==> src/hdl/tdbe_pkg.sv <==
`default_nettype none
package tdbe_pkg;

	localparam int SINE_TABLE_DEPTH = 256;
	localparam int IDX_W = $clog2(SINE_TABLE_DEPTH + 1);
	localparam int ADDR_W = $clog2(SINE_TABLE_DEPTH);

	localparam int FULL_TURN = 46080;
	localparam int QUARTER_TURN = 11520;
	localparam int HALF_QUARTER = 5760;
	// quarter turn is 256 * 45: shift by 8, then multiply by a reciprocal of 45
	localparam int SCALED_W = $clog2(QUARTER_TURN * SINE_TABLE_DEPTH + HALF_QUARTER);
	localparam int SHIFTED_W = SCALED_W - 8;
	localparam int RECIP_SHIFT = 24;
	localparam int RECIP_W = 19;
	localparam int RECIP_45 = ((1 << RECIP_SHIFT) + 44) / 45;

	localparam longint HALF_PI_Q30 = 64'sd1686629713;
	localparam longint ONE_Q30 = 64'sd1073741824;
	localparam longint I48_MAX = 64'sd140737488355327;
	localparam longint I48_MIN = -64'sd140737488355328;

	localparam logic REG_BRAKE_ANGLE = 1'b0;
	localparam logic REG_DRAG_COEF = 1'b1;

	typedef logic [15:0] sine_tab_t [SINE_TABLE_DEPTH];

	typedef enum logic [3:0] {
		S_IDLE, S_ANG, S_EARTH, S_LEAK, S_DIFF, S_DELTA, S_UPD, S_BODY, S_POST, S_DIV, S_DONE
	} state_t;

	// term * x^2 in Q30
	function automatic longint sq_step(input longint term, input longint x);
		longint t;
		t = (term * x) / ONE_Q30;
		return (t * x) / ONE_Q30;
	endfunction

	function automatic sine_tab_t build_sine_table();
		sine_tab_t t;
		longint x, term, sum, v;
		int i;
		for (i = 0; i < SINE_TABLE_DEPTH; i++) begin
			x = longint'(i) * HALF_PI_Q30 / SINE_TABLE_DEPTH;
			term = x;
			sum = x;
			term = -sq_step(term, x) / 64'sd6;
			sum += term;
			term = -sq_step(term, x) / 64'sd20;
			sum += term;
			term = -sq_step(term, x) / 64'sd42;
			sum += term;
			term = -sq_step(term, x) / 64'sd72;
			sum += term;
			term = -sq_step(term, x) / 64'sd110;
			sum += term;
			v = (sum + 64'sd16384) / 64'sd32768;
			if (v < 0)
				v = 0;
			if (v > 32768)
				v = 32768;
			t[i] = v[15:0];
		end
		return t;
	endfunction

	localparam sine_tab_t SINE_TABLE = build_sine_table();

	// 48 bit value split into a signed upper and an unsigned lower half for the MAC
	function automatic logic signed [24:0] lo25(input logic [47:0] v);
		return $signed({1'b0, v[23:0]});
	endfunction

	function automatic logic signed [24:0] hi25(input logic [47:0] v);
		return $signed({v[47], v[47:24]});
	endfunction

endpackage
`default_nettype wire

==> src/hdl/tilt_drag_brake_estimator_unit.sv <==
// channel   dir  handshake          payload
// s         in   s_tvalid/s_tready  s_tdata 96b, s_tuser 1b (mode)
// m         out  m_tvalid/m_tready  m_tdata 160b
// cfg       in   cfg_we             cfg_index 1b, cfg_data 16b
//
// The work on each word is done by the shared
// 17x25 MAC (20 steps) and the bit-serial divider (32 steps per axis).
// s_tready is high only while idle; the result sits in an output register
// and the next word is taken while it waits. m_tready low holds the result.
// arst_n clears control and integrators and loads the config defaults; no clearing pass.
`default_nettype none
module tilt_drag_brake_estimator_unit (
	input  wire logic          clk,
	input  wire logic          arst_n,
	input  wire logic          s_tvalid,
	output logic               s_tready,
	// roll_angle, pitch_angle, yaw_angle, roll_trim, pitch_trim, time_step
	input  wire logic [95:0]   s_tdata,
	// mode
	input  wire logic          s_tuser,
	output logic               m_tvalid,
	input  wire logic          m_tready,
	// body_integral_x, body_integral_y, brake_time_x, brake_time_y, brake_roll, brake_pitch
	output logic [159:0]       m_tdata,
	input  wire logic          cfg_we,
	input  wire logic          cfg_index,
	input  wire logic [15:0]   cfg_data
);

	tdbe_pkg::state_t state_q, state_d;
	logic [4:0] cnt_q;
	logic j_q;

	logic [14:0] ba_q;
	logic [15:0] drag_q;

	logic mode_q;
	logic signed [15:0] yaw_q;
	logic signed [15:0] trim_q [2];
	logic signed [16:0] tilt_q [2];
	logic [15:0] dt_q;

	logic signed [16:0] sin_q, cos_q;
	logic [tdbe_pkg::IDX_W-1:0] idx_q;
	logic [1:0] quad_q;

	logic signed [65:0] acc_q, acc_d;
	logic signed [34:0] e_q [2];
	logic signed [47:0] integ_q [2];
	logic signed [47:0] diff_q;
	logic signed [50:0] body_q [2];

	logic [14:0] rem_q;
	logic [31:0] quo_q;

	logic signed [31:0] res_bi_q [2];
	logic [31:0] res_bt_q [2];
	logic signed [15:0] res_cmd_q [2];

	logic m_tvalid_q;
	logic [159:0] m_tdata_q;

	// angle unit
	logic ang_cos;
	logic signed [17:0] ang_p;
	logic [15:0] ang_m;
	logic [1:0] ang_quad;
	logic [13:0] ang_r;
	logic [tdbe_pkg::SCALED_W-1:0] ang_n;
	logic [tdbe_pkg::SHIFTED_W+tdbe_pkg::RECIP_W-1:0] ang_prod;
	logic [tdbe_pkg::IDX_W-1:0] ang_idx;
	logic [tdbe_pkg::IDX_W-1:0] tab_k;
	logic signed [16:0] tab_mag, tab_val;

	always_comb begin
		ang_p = 18'(yaw_q) + (ang_cos ? 18'sd11520 : 18'sd0);
		ang_m = ang_p[17] ? 16'(ang_p + 18'sd46080) : ang_p[15:0];
		if (ang_m >= 16'(3 * tdbe_pkg::QUARTER_TURN)) begin
			ang_quad = 2'd3;
			ang_r = 14'(ang_m - 16'(3 * tdbe_pkg::QUARTER_TURN));
		end else if (ang_m >= 16'(2 * tdbe_pkg::QUARTER_TURN)) begin
			ang_quad = 2'd2;
			ang_r = 14'(ang_m - 16'(2 * tdbe_pkg::QUARTER_TURN));
		end else if (ang_m >= 16'(tdbe_pkg::QUARTER_TURN)) begin
			ang_quad = 2'd1;
			ang_r = 14'(ang_m - 16'(tdbe_pkg::QUARTER_TURN));
		end else begin
			ang_quad = 2'd0;
			ang_r = ang_m[13:0];
		end
		ang_n = tdbe_pkg::SCALED_W'(ang_r) * tdbe_pkg::SCALED_W'(tdbe_pkg::SINE_TABLE_DEPTH)
			+ tdbe_pkg::SCALED_W'(tdbe_pkg::HALF_QUARTER);
		ang_prod = (tdbe_pkg::SHIFTED_W+tdbe_pkg::RECIP_W)'(ang_n[tdbe_pkg::SCALED_W-1:8])
			* (tdbe_pkg::SHIFTED_W+tdbe_pkg::RECIP_W)'(tdbe_pkg::RECIP_45);
		ang_idx = tdbe_pkg::IDX_W'(ang_prod >> tdbe_pkg::RECIP_SHIFT);

		tab_k = quad_q[0] ? tdbe_pkg::IDX_W'(tdbe_pkg::SINE_TABLE_DEPTH) - idx_q : idx_q;
		if (tab_k == tdbe_pkg::IDX_W'(tdbe_pkg::SINE_TABLE_DEPTH))
			tab_mag = 17'sd32768;
		else
			tab_mag = $signed({1'b0, tdbe_pkg::SINE_TABLE[tab_k[tdbe_pkg::ADDR_W-1:0]]});
		tab_val = quad_q[1] ? -tab_mag : tab_mag;
	end

	// shared MAC
	logic signed [16:0] mac_a;
	logic signed [24:0] mac_b;
	logic mac_en, mac_clr, mac_sub, mac_hi;
	logic signed [41:0] mac_prod;
	logic signed [65:0] mac_term;

	always_comb begin
		mac_prod = mac_a * mac_b;
		mac_term = mac_hi ? $signed({mac_prod, 24'd0}) : 66'(mac_prod);
		acc_d = (mac_clr ? 66'sd0 : acc_q) + (mac_sub ? -mac_term : mac_term);
	end

	// next state
	logic post_sat;
	always_comb begin
		state_d = state_q;
		case (state_q)
			tdbe_pkg::S_IDLE:  if (s_tvalid) state_d = tdbe_pkg::S_ANG;
			tdbe_pkg::S_ANG:   if (cnt_q == 5'd2)
				state_d = mode_q ? tdbe_pkg::S_BODY : tdbe_pkg::S_EARTH;
			tdbe_pkg::S_EARTH: if (cnt_q == 5'd3) state_d = tdbe_pkg::S_LEAK;
			tdbe_pkg::S_LEAK:  if (cnt_q == 5'd1) state_d = tdbe_pkg::S_DIFF;
			tdbe_pkg::S_DIFF:  state_d = tdbe_pkg::S_DELTA;
			tdbe_pkg::S_DELTA: if (cnt_q == 5'd1) state_d = tdbe_pkg::S_UPD;
			tdbe_pkg::S_UPD:   state_d = j_q ? tdbe_pkg::S_BODY : tdbe_pkg::S_LEAK;
			tdbe_pkg::S_BODY:  if (cnt_q == 5'd7) state_d = tdbe_pkg::S_POST;
			tdbe_pkg::S_POST:  if (post_sat)
				state_d = j_q ? tdbe_pkg::S_DONE : tdbe_pkg::S_POST;
			else
				state_d = tdbe_pkg::S_DIV;
			tdbe_pkg::S_DIV:   if (cnt_q == 5'd31)
				state_d = j_q ? tdbe_pkg::S_DONE : tdbe_pkg::S_POST;
			tdbe_pkg::S_DONE:  if (!m_tvalid_q || m_tready) state_d = tdbe_pkg::S_IDLE;
			default:           state_d = tdbe_pkg::S_IDLE;
		endcase
	end

	// sequencer outputs
	always_comb begin
		s_tready = 1'b0;
		ang_cos = 1'b0;
		mac_en = 1'b0;
		mac_clr = 1'b0;
		mac_sub = 1'b0;
		mac_hi = 1'b0;
		mac_a = cos_q;
		mac_b = 25'(tilt_q[0]);
		case (state_q)
			tdbe_pkg::S_IDLE: s_tready = 1'b1;
			tdbe_pkg::S_ANG: ang_cos = (cnt_q == 5'd1);
			tdbe_pkg::S_EARTH: begin
				mac_en = 1'b1;
				case (cnt_q[1:0])
					2'd0: begin mac_a = cos_q; mac_b = 25'(tilt_q[0]); mac_clr = 1'b1; end
					2'd1: begin mac_a = sin_q; mac_b = 25'(tilt_q[1]); mac_sub = 1'b1; end
					2'd2: begin mac_a = sin_q; mac_b = 25'(tilt_q[0]); mac_clr = 1'b1; end
					default: begin mac_a = cos_q; mac_b = 25'(tilt_q[1]); end
				endcase
			end
			tdbe_pkg::S_LEAK: begin
				mac_en = 1'b1;
				mac_a = $signed({1'b0, drag_q});
				mac_clr = ~cnt_q[0];
				mac_hi = cnt_q[0];
				mac_b = cnt_q[0] ? tdbe_pkg::hi25(integ_q[j_q]) : tdbe_pkg::lo25(integ_q[j_q]);
			end
			tdbe_pkg::S_DELTA: begin
				mac_en = 1'b1;
				mac_a = $signed({1'b0, dt_q});
				mac_clr = ~cnt_q[0];
				mac_hi = cnt_q[0];
				mac_b = cnt_q[0] ? tdbe_pkg::hi25(diff_q) : tdbe_pkg::lo25(diff_q);
			end
			tdbe_pkg::S_BODY: begin
				mac_en = 1'b1;
				mac_hi = cnt_q[0];
				mac_clr = (cnt_q[1:0] == 2'd0);
				case (cnt_q[2:1])
					2'd0: mac_a = cos_q;
					2'd1: mac_a = sin_q;
					2'd2: mac_a = cos_q;
					default: begin mac_a = sin_q; mac_sub = 1'b1; end
				endcase
				if (cnt_q[2] ^ cnt_q[1])
					mac_b = cnt_q[0] ? tdbe_pkg::hi25(integ_q[1]) : tdbe_pkg::lo25(integ_q[1]);
				else
					mac_b = cnt_q[0] ? tdbe_pkg::hi25(integ_q[0]) : tdbe_pkg::lo25(integ_q[0]);
			end
			default: ;
		endcase
	end

	// integrator update arithmetic
	logic signed [65:0] leak_tr, delta;
	logic signed [66:0] diff_raw, sum_raw;
	logic signed [47:0] diff_sat, sum_sat;
	logic signed [65:0] body_sh;

	always_comb begin
		leak_tr = (acc_q + (acc_q[65] ? 66'sd4095 : 66'sd0)) >>> 12;
		diff_raw = 67'($signed({e_q[j_q], 1'b0})) - 67'(leak_tr);
		if (diff_raw > 67'(tdbe_pkg::I48_MAX))
			diff_sat = 48'(tdbe_pkg::I48_MAX);
		else if (diff_raw < 67'(tdbe_pkg::I48_MIN))
			diff_sat = 48'(tdbe_pkg::I48_MIN);
		else
			diff_sat = diff_raw[47:0];

		delta = (acc_q + (acc_q[65] ? 66'sd65535 : 66'sd0)) >>> 16;
		sum_raw = 67'(integ_q[j_q]) + 67'(delta);
		if (sum_raw > 67'(tdbe_pkg::I48_MAX))
			sum_sat = 48'(tdbe_pkg::I48_MAX);
		else if (sum_raw < 67'(tdbe_pkg::I48_MIN))
			sum_sat = 48'(tdbe_pkg::I48_MIN);
		else
			sum_sat = sum_raw[47:0];

		body_sh = (acc_d + (acc_d[65] ? 66'sd32767 : 66'sd0)) >>> 15;
	end

	// per-axis results
	logic signed [50:0] bj, bj_q16;
	logic [50:0] mag;
	logic [18:0] mag_hi;
	logic signed [31:0] bi_sat;
	logic signed [17:0] cmd18;
	logic signed [15:0] cmd_sat;
	logic [15:0] div_tmp;
	logic div_ge;

	always_comb begin
		bj = body_q[j_q];
		bj_q16 = (bj + (bj[50] ? 51'sd65535 : 51'sd0)) >>> 16;
		if (bj_q16 > 51'sd2147483647)
			bi_sat = 32'sh7fffffff;
		else if (bj_q16 < -51'sd2147483648)
			bi_sat = 32'sh80000000;
		else
			bi_sat = bj_q16[31:0];
		mag = bj[50] ? 51'(-bj) : 51'(bj);
		mag_hi = mag[50:32];
		post_sat = (ba_q == 15'd0) || (mag_hi >= 19'(ba_q));
		cmd18 = ((!bj[50] && (bj != 51'sd0)) ? -$signed({3'd0, ba_q}) : $signed({3'd0, ba_q}))
			+ 18'(trim_q[j_q]);
		if (cmd18 > 18'sd32767)
			cmd_sat = 16'sh7fff;
		else if (cmd18 < -18'sd32768)
			cmd_sat = 16'sh8000;
		else
			cmd_sat = cmd18[15:0];
		div_tmp = {rem_q, quo_q[31]};
		div_ge = (div_tmp >= {1'b0, ba_q});
	end

	// control registers
	always_ff @(posedge clk or negedge arst_n) begin
		if (!arst_n) begin
			state_q <= tdbe_pkg::S_IDLE;
			cnt_q <= 5'd0;
			j_q <= 1'b0;
			ba_q <= 15'd1280;
			drag_q <= 16'd4096;
			integ_q[0] <= 48'sd0;
			integ_q[1] <= 48'sd0;
			m_tvalid_q <= 1'b0;
		end else begin
			state_q <= state_d;
			cnt_q <= (state_d != state_q) ? 5'd0 : cnt_q + 5'd1;
			if (cfg_we) begin
				case (cfg_index)
					tdbe_pkg::REG_BRAKE_ANGLE: ba_q <= cfg_data[14:0];
					tdbe_pkg::REG_DRAG_COEF:   drag_q <= cfg_data;
					default: ;
				endcase
			end
			case (state_q)
				tdbe_pkg::S_ANG: begin
					j_q <= 1'b0;
					if (cnt_q == 5'd2 && mode_q) begin
						integ_q[0] <= 48'sd0;
						integ_q[1] <= 48'sd0;
					end
				end
				tdbe_pkg::S_UPD: begin
					integ_q[j_q] <= sum_sat;
					j_q <= ~j_q;
				end
				tdbe_pkg::S_BODY: j_q <= 1'b0;
				tdbe_pkg::S_POST: if (post_sat) j_q <= 1'b1;
				tdbe_pkg::S_DIV:  if (cnt_q == 5'd31) j_q <= 1'b1;
				default: ;
			endcase
			if (state_q == tdbe_pkg::S_DONE && state_d == tdbe_pkg::S_IDLE)
				m_tvalid_q <= 1'b1;
			else if (m_tready)
				m_tvalid_q <= 1'b0;
		end
	end

	// datapath registers
	always_ff @(posedge clk) begin
		if (mac_en)
			acc_q <= acc_d;
		case (state_q)
			tdbe_pkg::S_IDLE: if (s_tvalid) begin
				mode_q <= s_tuser;
				yaw_q <= s_tdata[47:32];
				trim_q[0] <= s_tdata[63:48];
				trim_q[1] <= s_tdata[79:64];
				tilt_q[0] <= 17'($signed(s_tdata[15:0])) - 17'($signed(s_tdata[63:48]));
				tilt_q[1] <= 17'($signed(s_tdata[31:16])) - 17'($signed(s_tdata[79:64]));
				dt_q <= s_tdata[95:80];
			end
			tdbe_pkg::S_ANG: begin
				idx_q <= ang_idx;
				quad_q <= ang_quad;
				if (cnt_q == 5'd1)
					sin_q <= tab_val;
				if (cnt_q == 5'd2)
					cos_q <= tab_val;
			end
			tdbe_pkg::S_EARTH: begin
				if (cnt_q == 5'd1)
					e_q[0] <= acc_d[34:0];
				if (cnt_q == 5'd3)
					e_q[1] <= acc_d[34:0];
			end
			tdbe_pkg::S_DIFF: diff_q <= diff_sat;
			tdbe_pkg::S_BODY: begin
				if (cnt_q == 5'd3)
					body_q[0] <= body_sh[50:0];
				if (cnt_q == 5'd7)
					body_q[1] <= body_sh[50:0];
			end
			tdbe_pkg::S_POST: begin
				res_bi_q[j_q] <= bi_sat;
				res_cmd_q[j_q] <= cmd_sat;
				res_bt_q[j_q] <= 32'hffffffff;
				rem_q <= mag_hi[14:0];
				quo_q <= mag[31:0];
			end
			tdbe_pkg::S_DIV: begin
				rem_q <= div_ge ? 15'(div_tmp - {1'b0, ba_q}) : div_tmp[14:0];
				quo_q <= {quo_q[30:0], div_ge};
				if (cnt_q == 5'd31)
					res_bt_q[j_q] <= {quo_q[30:0], div_ge};
			end
			tdbe_pkg::S_DONE: if (!m_tvalid_q || m_tready)
				m_tdata_q <= {res_cmd_q[1], res_cmd_q[0], res_bt_q[1], res_bt_q[0],
					res_bi_q[1], res_bi_q[0]};
			default: ;
		endcase
	end

	assign m_tvalid = m_tvalid_q;
	assign m_tdata = m_tdata_q;

endmodule
`default_nettype wire

==> config.mk <==
export PLATFORM = sky130hd
export DESIGN_NAME = tilt_drag_brake_estimator_unit
export DESIGN_NICKNAME = d
export VERILOG_FILES = /design/src/hdl/tdbe_pkg.sv /design/src/hdl/tilt_drag_brake_estimator_unit.sv
export SDC_FILE = /design/constraint.sdc
export NUM_CORES = 2
export LEC_CHECK = 0
export ABC_AREA = 0
export ABC_CLOCK_PERIOD_IN_PS = 38700
export BUFFER_PORTS_ARGS = -buffer_cell sky130_fd_sc_hd__buf_2
export CAP_MARGIN = 30
export CORE_MARGIN = 2
export CORE_UTILIZATION = 46
export DETAILED_ROUTE_END_ITERATION = 10
export PLACE_DENSITY = 0.61
export SLEW_MARGIN = 10
export SYNTH_ARGS = -nofsm -noshare
export SYNTH_HDL_FRONTEND = slang
export SYNTH_SLANG_ARGS = --single-unit
==> constraint.sdc <==
create_clock -name clk -period 38.7 [get_ports clk]
set_input_delay 1.935 -clock clk [delete_from_list [all_inputs] [get_ports clk]]
set_output_delay 1.935 -clock clk [all_outputs]
set_load 0.01 [all_outputs]
# [After elaboration in Yosys (flattened, before gate mapping)]
# Memories as Yosys holds them, arrays and structs flattened. A register that Yosys moved wholly into a read port is not among the register bits.
# Index checks and enable logic that the tools add are counted.
[totals] reg_bits=377 ram_bits=398 rom_bits=4096 inputBits=119 out_inout_bits=162 wordCells=240 n_memories=8
[memory_table] name="(no name shown)" depth=256 word_bits=16 read_ports=1 rd_ports_with_merged_regs=0 wr=0 line_no="tilt_drag_brake_estimator_unit.sv:101" text="tab_mag = $signed({1'b0, tdbe_pkg::SINE_TABLE[tab_k[tdbe_pkg::ADDR_W-1:0]]});"
[memory_table] name="body_q" depth=2 word_bits=51 read_ports=1 rd_ports_with_merged_regs=0 wr=1 line_no="tilt_drag_brake_estimator_unit.sv:51" text="logic signed [50:0] body_q [2];"
[memory_table] name="e_q" depth=2 word_bits=35 read_ports=1 rd_ports_with_merged_regs=0 wr=1 line_no="tilt_drag_brake_estimator_unit.sv:48" text="logic signed [34:0] e_q [2];"
[memory_table] name="res_bi_q" depth=2 word_bits=32 read_ports=2 rd_ports_with_merged_regs=2 wr=1 line_no="tilt_drag_brake_estimator_unit.sv:56" text="logic signed [31:0] res_bi_q [2];"
[memory_table] name="res_bt_q" depth=2 word_bits=32 read_ports=2 rd_ports_with_merged_regs=2 wr=1 line_no="tilt_drag_brake_estimator_unit.sv:57" text="logic [31:0] res_bt_q [2];"
[memory_table] name="tilt_q" depth=2 word_bits=17 read_ports=2 rd_ports_with_merged_regs=0 wr=2 line_no="tilt_drag_brake_estimator_unit.sv:40" text="logic signed [16:0] tilt_q [2];"
[memory_table] name="2 more memories"
[classes] add_sub_neg=23 n_mul=2 magnitude_cmp=16 eq_ne=24 mux=103 bitwise_logic=7 reduce_logical=37
[ops] cell="$mux 48" n=7
[ops] cell="$pmux 96 s2" n=1
[ops] cell="$mux 25" n=6
[ops] cell="$mux 66" n=2
[ops] cell="$mux 16" n=8
[ops] cell="$mux 51" n=2
[ops] cell="$pmux 25 s4" n=1
[ops] cell="$bwmux 96" n=1
[ops] cell="$mux 32" n=3
[ops] cell="$mux 96" n=1
[ops] cell="$pmux 17 s4" n=1
[ops] cell="$add 66x13->66" n=1
[ops] cell="$add 66x16->66" n=1
[ops] cell="$add 66x17->66" n=1
[ops] cell="$add 66x66->66" n=1
[ops] cell="$neg 66->66" n=1
[ops] cell="$mux 65" n=1
[ops] cell="$pmux 32 s2" n=1
[ops] cell="$mux 14" n=4
[ops] cell="$gt 55x48->1 const B" n=1
[ops] cell="$lt 55x48->1 const B" n=1
[ops] cell="$sub 36x54->55" n=1
[ops] cell="$add 48x50->51" n=1
[ops] cell="$add 51x17->51" n=1
[ops] cell="other kinds (81)" n=163

# [Longest topological paths before layout]
[logic_depth] ltp_word=14 depth_mapped=65

# [Worst setup path after synthesis]
# No wires, ideal clock.
[synth_path] path_kind="register to register" start="register j_q" end="memory body_q[0][16], data pin" setup_time_ps=271 arrival_ps=15754 setup_slack_ps=22675 stages_incl_launch_ff=62 period_less_slack_ps=16025 cell_sequence="dfrtp_1 clkbuf_1 buf_2 buf_2 buf_2 buf_2 clkbuf_1 buf_1 buf_2 mux2_2 a221o_1 nor4_1 nor2_1 fa_1 inv_1 fa_1 fa_1 inv_1 (+26 left out) a2111o_1 a31oi_1 o41a_1 o21ai_0 xnor2_1 xnor2_1 ha_1 a21o_1 a21oi_1 nor2b_1 o21ai_0 nand2b_1 a21oi_1 o21ai_0 a21oi_2 buf_6 and4bb_2 xnor2_1"
[synth_between] elab_chain_cells=14
[synth_rtl] element="start, declared" line_no="tilt_drag_brake_estimator_unit.sv:32" text="logic j_q;"
[synth_rtl] element="start signal, assigned" line_no="tilt_drag_brake_estimator_unit.sv:291" text="j_q <= ~j_q;"
[synth_rtl] element="$not 1->2 (not written as such) *" line_no="tilt_drag_brake_estimator_unit.sv:170" text="mac_b = cnt_q[0] ? tdbe_pkg::hi25(integ_q[j_q]) : tdbe_pkg::lo25(integ_q[j_q]);"
[synth_rtl] element="$mux 48 (not written as such) * (3 in a row)" line_no="tilt_drag_brake_estimator_unit.sv:170"
[synth_rtl] element="$mux 25 *" line_no="tilt_drag_brake_estimator_unit.sv:170"
[synth_rtl] element="$pmux 25 s4 *" line_no="tilt_drag_brake_estimator_unit.sv:153" text="case (state_q)"
[synth_rtl] element="$mul 17x25->42 *" line_no="tilt_drag_brake_estimator_unit.sv:113" text="mac_prod = mac_a * mac_b;"
[synth_rtl] element="$mux 65" line_no="tilt_drag_brake_estimator_unit.sv:114" text="mac_term = mac_hi ? $signed({mac_prod, 24'd0}) : 66'(mac_prod);"
[synth_rtl] element="$neg 66->66" line_no="tilt_drag_brake_estimator_unit.sv:115" text="acc_d = (mac_clr ? 66'sd0 : acc_q) + (mac_sub ? -mac_term : mac_term);"
[synth_rtl] element="$mux 66 *" line_no="tilt_drag_brake_estimator_unit.sv:115"
[synth_rtl] element="$add 66x66->66 *" line_no="tilt_drag_brake_estimator_unit.sv:115"
[synth_rtl] element="$mux 15" line_no="tilt_drag_brake_estimator_unit.sv:223" text="body_sh = (acc_d + (acc_d[65] ? 66'sd32767 : 66'sd0)) >>> 15;"
[synth_rtl] element="$add 66x16->66 *" line_no="tilt_drag_brake_estimator_unit.sv:223"
[synth_rtl] element="named net body_sh[16]" line_no="tilt_drag_brake_estimator_unit.sv:202" text="logic signed [65:0] body_sh;"
[synth_rtl] element="$mux 51 (no line) *"
[synth_rtl] element="end, declared" line_no="tilt_drag_brake_estimator_unit.sv:51"
# The timed path passes the listed nets; every way through them passes the cells marked *. The select of a mux whose other input is x is not followed.

# [Worst setup path in the final report]
[layout_path] start="register cnt_q[0]" end="memory body_q[0][16], data pin"
[layout_between] elab_chain_cells=12 elab_cells_between_ends=29 cone_classes="add/sub (3); mul (1); eq/ne (2); mux (19); bitwise (1); reduce/logical (3)"
[layout_rtl] element="start, declared" line_no="tilt_drag_brake_estimator_unit.sv:31" text="logic [4:0] cnt_q;"
[layout_rtl] element="start signal, assigned" line_no="tilt_drag_brake_estimator_unit.sv:273" text="cnt_q <= (state_d != state_q) ? 5'd0 : cnt_q + 5'd1;"
[layout_rtl] element="$eq 2x2->1 (tied with other cells)" line_no="tilt_drag_brake_estimator_unit.sv:158" text="case (cnt_q[1:0])"
[layout_rtl] element="$reduce_or 2->1 (no line)"
[layout_rtl] element="$mux 17 or $mux 25 (tied branches)"
[layout_rtl] element="$pmux 17 s4 or $pmux 25 s4 (tied branches)" line_no="tilt_drag_brake_estimator_unit.sv:153"
[layout_rtl] element="$mul 17x25->42" line_no="tilt_drag_brake_estimator_unit.sv:113"
[layout_rtl] element="$mux 65" line_no="tilt_drag_brake_estimator_unit.sv:114"
[layout_rtl] element="$neg 66->66" line_no="tilt_drag_brake_estimator_unit.sv:115"
[layout_rtl] element="$mux 66" line_no="tilt_drag_brake_estimator_unit.sv:115"
[layout_rtl] element="$add 66x66->66 *" line_no="tilt_drag_brake_estimator_unit.sv:115"
[layout_rtl] element="$mux 15" line_no="tilt_drag_brake_estimator_unit.sv:223"
[layout_rtl] element="$add 66x16->66 *" line_no="tilt_drag_brake_estimator_unit.sv:223"
[layout_rtl] element="named net body_sh[16]" line_no="tilt_drag_brake_estimator_unit.sv:202"
[layout_rtl] element="$mux 51 (no line) *"
# The timed path passes the listed nets; every way through them passes the cells marked *.

==> flow_summary.ini <==
[run_status]
status = finished clean

[run]
cap_violations = 0

[clock_tree]
root_buffer = clkbuf_16
cts_tree = yes
clk_pin_slew_worst_paths_ps = 60
numCtsBuffers = 103
htreeDepth = 3
clock_path_buffers = 3
clkLatencyLatePin_ps = 770
cts_hold_buf = 0
post_cts_resized = 0
clkSinkCount = 935
post-cts-setup-buffers = 0

[setup_path]
worst_path_max_delay_cell = clkinv_1
crit_family = compound AO/OA/AOI/OAI gates
timing.rr.start = cnt_q[0]$_DFF_PN0_
crit_required_ps = 39170
cpMostUsedCell = fa_1
reg2reg_depth = 54
startpoint_type = flip-flop
cp_slowest_stage_delay_ps = 740
critical_path_class = flip-flop to flip-flop
timing.rr.end = body_q[0][16]$_DFFE_PP_
end_kind = flip-flop
worst_ep_arrival_time_ps = 19680
ff2ff_setup_slack_ps = 19490
cp_num_buf_inv = 7
worstPathMaxFanout = 51

[sta]
drv_slew = 0
min_period_ps = 19210
hold_viol = 0
maxClockFrequency_mhz = 52.0
finalSetupViolations = 0
fin_skew_ps = 53.8
finalSetupTns_ps = 0
rsz0062_at_grt = no
worst_slew_pin_slew_ps = 1080
timing.final.crit_share_pct = 49.6
slew_headroom_pct = 28.0

[route]
wl_per_cell_microns = 26.6
routed_via_density = 6.08
drt_pass1_iterations = 8
postRouteAntennaNets = 0
routed_wl_microns = 290000
vias = 66399
drc_errors = 0
drtIter0Drc = 6812

[yosys]
yosysTopAreaCellShare_pct = 29.6
async_flop_share_pct = 14.8
yosys_most_used_dff = edfxtp_1
yosys.cell_types.count = 109
ys_warn_count = 0
syn_nets = 9510
postSynthAreaPerCell_sq_um = 9.69
synth_cells = 8350
yosysTopAreaCell = edfxtp_1
seq_area_frac_synth_pct = 33.9
synth_edf_count = 797
syn-cell-area_sq_um = 80900
ys_seq_elements = 935
ys_top_cells_by_area = edfxtp_1 30%, fa_1 12%, ha_1 8.5%

[global_route]
grt_pass1_vias = 64874
antenna_found_initial = 11
grt_use_total_pct = 32.0
grt_pass1_wl_microns = 429000
grt_max_degree = 161
gr-total-overflow = 0

[placed_design]
hpwl_microns = 228000
place_inst = 10707
io_buffers = 280
place_congestion = 1.01

[floorplan]
die_h_microns = 423
coreArea_sq_um = 174000
pin_count = 281
die_width_microns = 423
die-area_sq_um = 179000
num_rows = 153
initial_utilization_pct = 46.4

[min_path]
hold_end = m_tdata[50]$_DFFE_PP_
worstHoldStart = res_bi_q[1][18]$_DFFE_PP_
hold_class = flip-flop to flip-flop
hold_depth = 0

[layout]
nNetsFinal = 9661
fillers = 16053
layout_commonest_cell = inv_1
postLayoutCoreUtil_pct = 51.1
finalNonFillerCells = 10919
area_delta_synth_final_pct = 10.0
drive_gt1_share_pct = 11.1
layout_common_cells = 815 x inv_1, 797 x edfxtp_1, 723 x nand2_1, 698 x nor2_1, 549 x ha_1
-- logic make-up after synthesis --
group	after synthesis	synth area share (%)
adders and majority gates	1041	20.7
AOI/OAI and AO/OA	1947	16.1
DFF	935	33.9
xor gates and xnor gates	537	5.84
buffers and inverters	1217	5.71
muxes	243	3.54
and+or+nand+nor	2430	14.3
-- synth_stat cells (23+ instances only) --
| library cell | count |
|---|---|
| a211oi_1 | 50 |
| a21boi_0 | 63 |
| a21o_1 | 176 |
| a21oi_1 | 446 |
| a221o_1 | 111 |
| a22oi_1 | 28 |
| a311oi_1 | 24 |
| a31oi_1 | 84 |
| and2_1 | 107 |
| and3_1 | 67 |
| buf_1 | 39 |
| buf_2 | 23 |
| clkbuf_1 | 331 |
| dfrtp_1 | 135 |
| edfxtp_1 | 797 |
| fa_1 | 491 |
| ha_1 | 550 |
| inv_1 | 815 |
| mux2_2 | 151 |
| mux2i_1 | 72 |
| nand2_1 | 724 |
| nand2b_1 | 64 |
| nand3_1 | 146 |
| nand4_1 | 84 |
| nor2_1 | 716 |
| nor2b_1 | 55 |
| nor3_1 | 159 |
| nor4_1 | 42 |
| o211ai_1 | 60 |
| o21a_1 | 66 |
| o21ai_0 | 451 |
| o21bai_1 | 37 |
| o221ai_1 | 23 |
| o22ai_1 | 28 |
| o31ai_1 | 46 |
| or2_2 | 56 |
| or3_1 | 75 |
| or4_1 | 24 |
| xnor2_1 | 329 |
| xor2_1 | 206 |
-- metal layers --
metal,vias up,part of all wire (%),track usage (%)
met1,32857,41,42.7
li1,29976,-,-
met2,3017,45,50.1
met4,2,5.1,14.2
met5,-,0.0065,0
met3,547,8.4,6.67
-- area by class of cell --
type                            count  area (sq um)  area share (%)
Inverter                          818          3070            3.45
Clock inverter                     85           928            1.04
Sequential cell                   935         27400            30.8
Multi-Input combinational cell   6198         49300            55.3
Antenna cell                        2          5.00         0.00562
Clock buffer                      111          2630            2.95
Timing Repair Buffer              445          2810            3.15
Tap cell                         2325          2910            3.27
-- through the flow --
stage          hold WS, ps  setup slack (ps)  area (sq um)
6_report               415             19490         89000
5_1_grt                417             18700         89000
4_1_cts                418             19640         88800
3_5_place_dp           405             19750         85200
3_3_place_gp           403             19750         85100
2_1_floorplan          400             22680         80900
-- flip-flops by register name (all words and copies together), names as in the netlist, 17 cells and up --
signal and cells:
e_q 70, trim_q 32, integ_q 96, tilt_q 34, res_bt_q 64, body_q 102, m_tdata 160, diff_q 48
cos_q 17, acc_q 66, quo_q 32, sin_q 17, res_bi_q 64, res_cmd_q 32
-- worst max-delay path by stage --
stage                                    endpoint          startpoint  cells past startpoint
after detailed placement  body_q[1][16]$_DFFE_PP_  cnt_q[0]$_DFF_PN0_                     53
after global placement    body_q[0][16]$_DFFE_PP_  cnt_q[0]$_DFF_PN0_                     53
after global routing      body_q[0][16]$_DFFE_PP_  cnt_q[0]$_DFF_PN0_                     54
after floorplan           body_q[0][16]$_DFFE_PP_     j_q$_DFFE_PN0P_                     61
final                     body_q[0][16]$_DFFE_PP_  cnt_q[0]$_DFF_PN0_                     54
after CTS                 body_q[0][16]$_DFFE_PP_  cnt_q[0]$_DFF_PN0_                     53
Power is not shown: default switching activity piles up to over one toggle a cycle in this logic, so the estimate is an artifact.
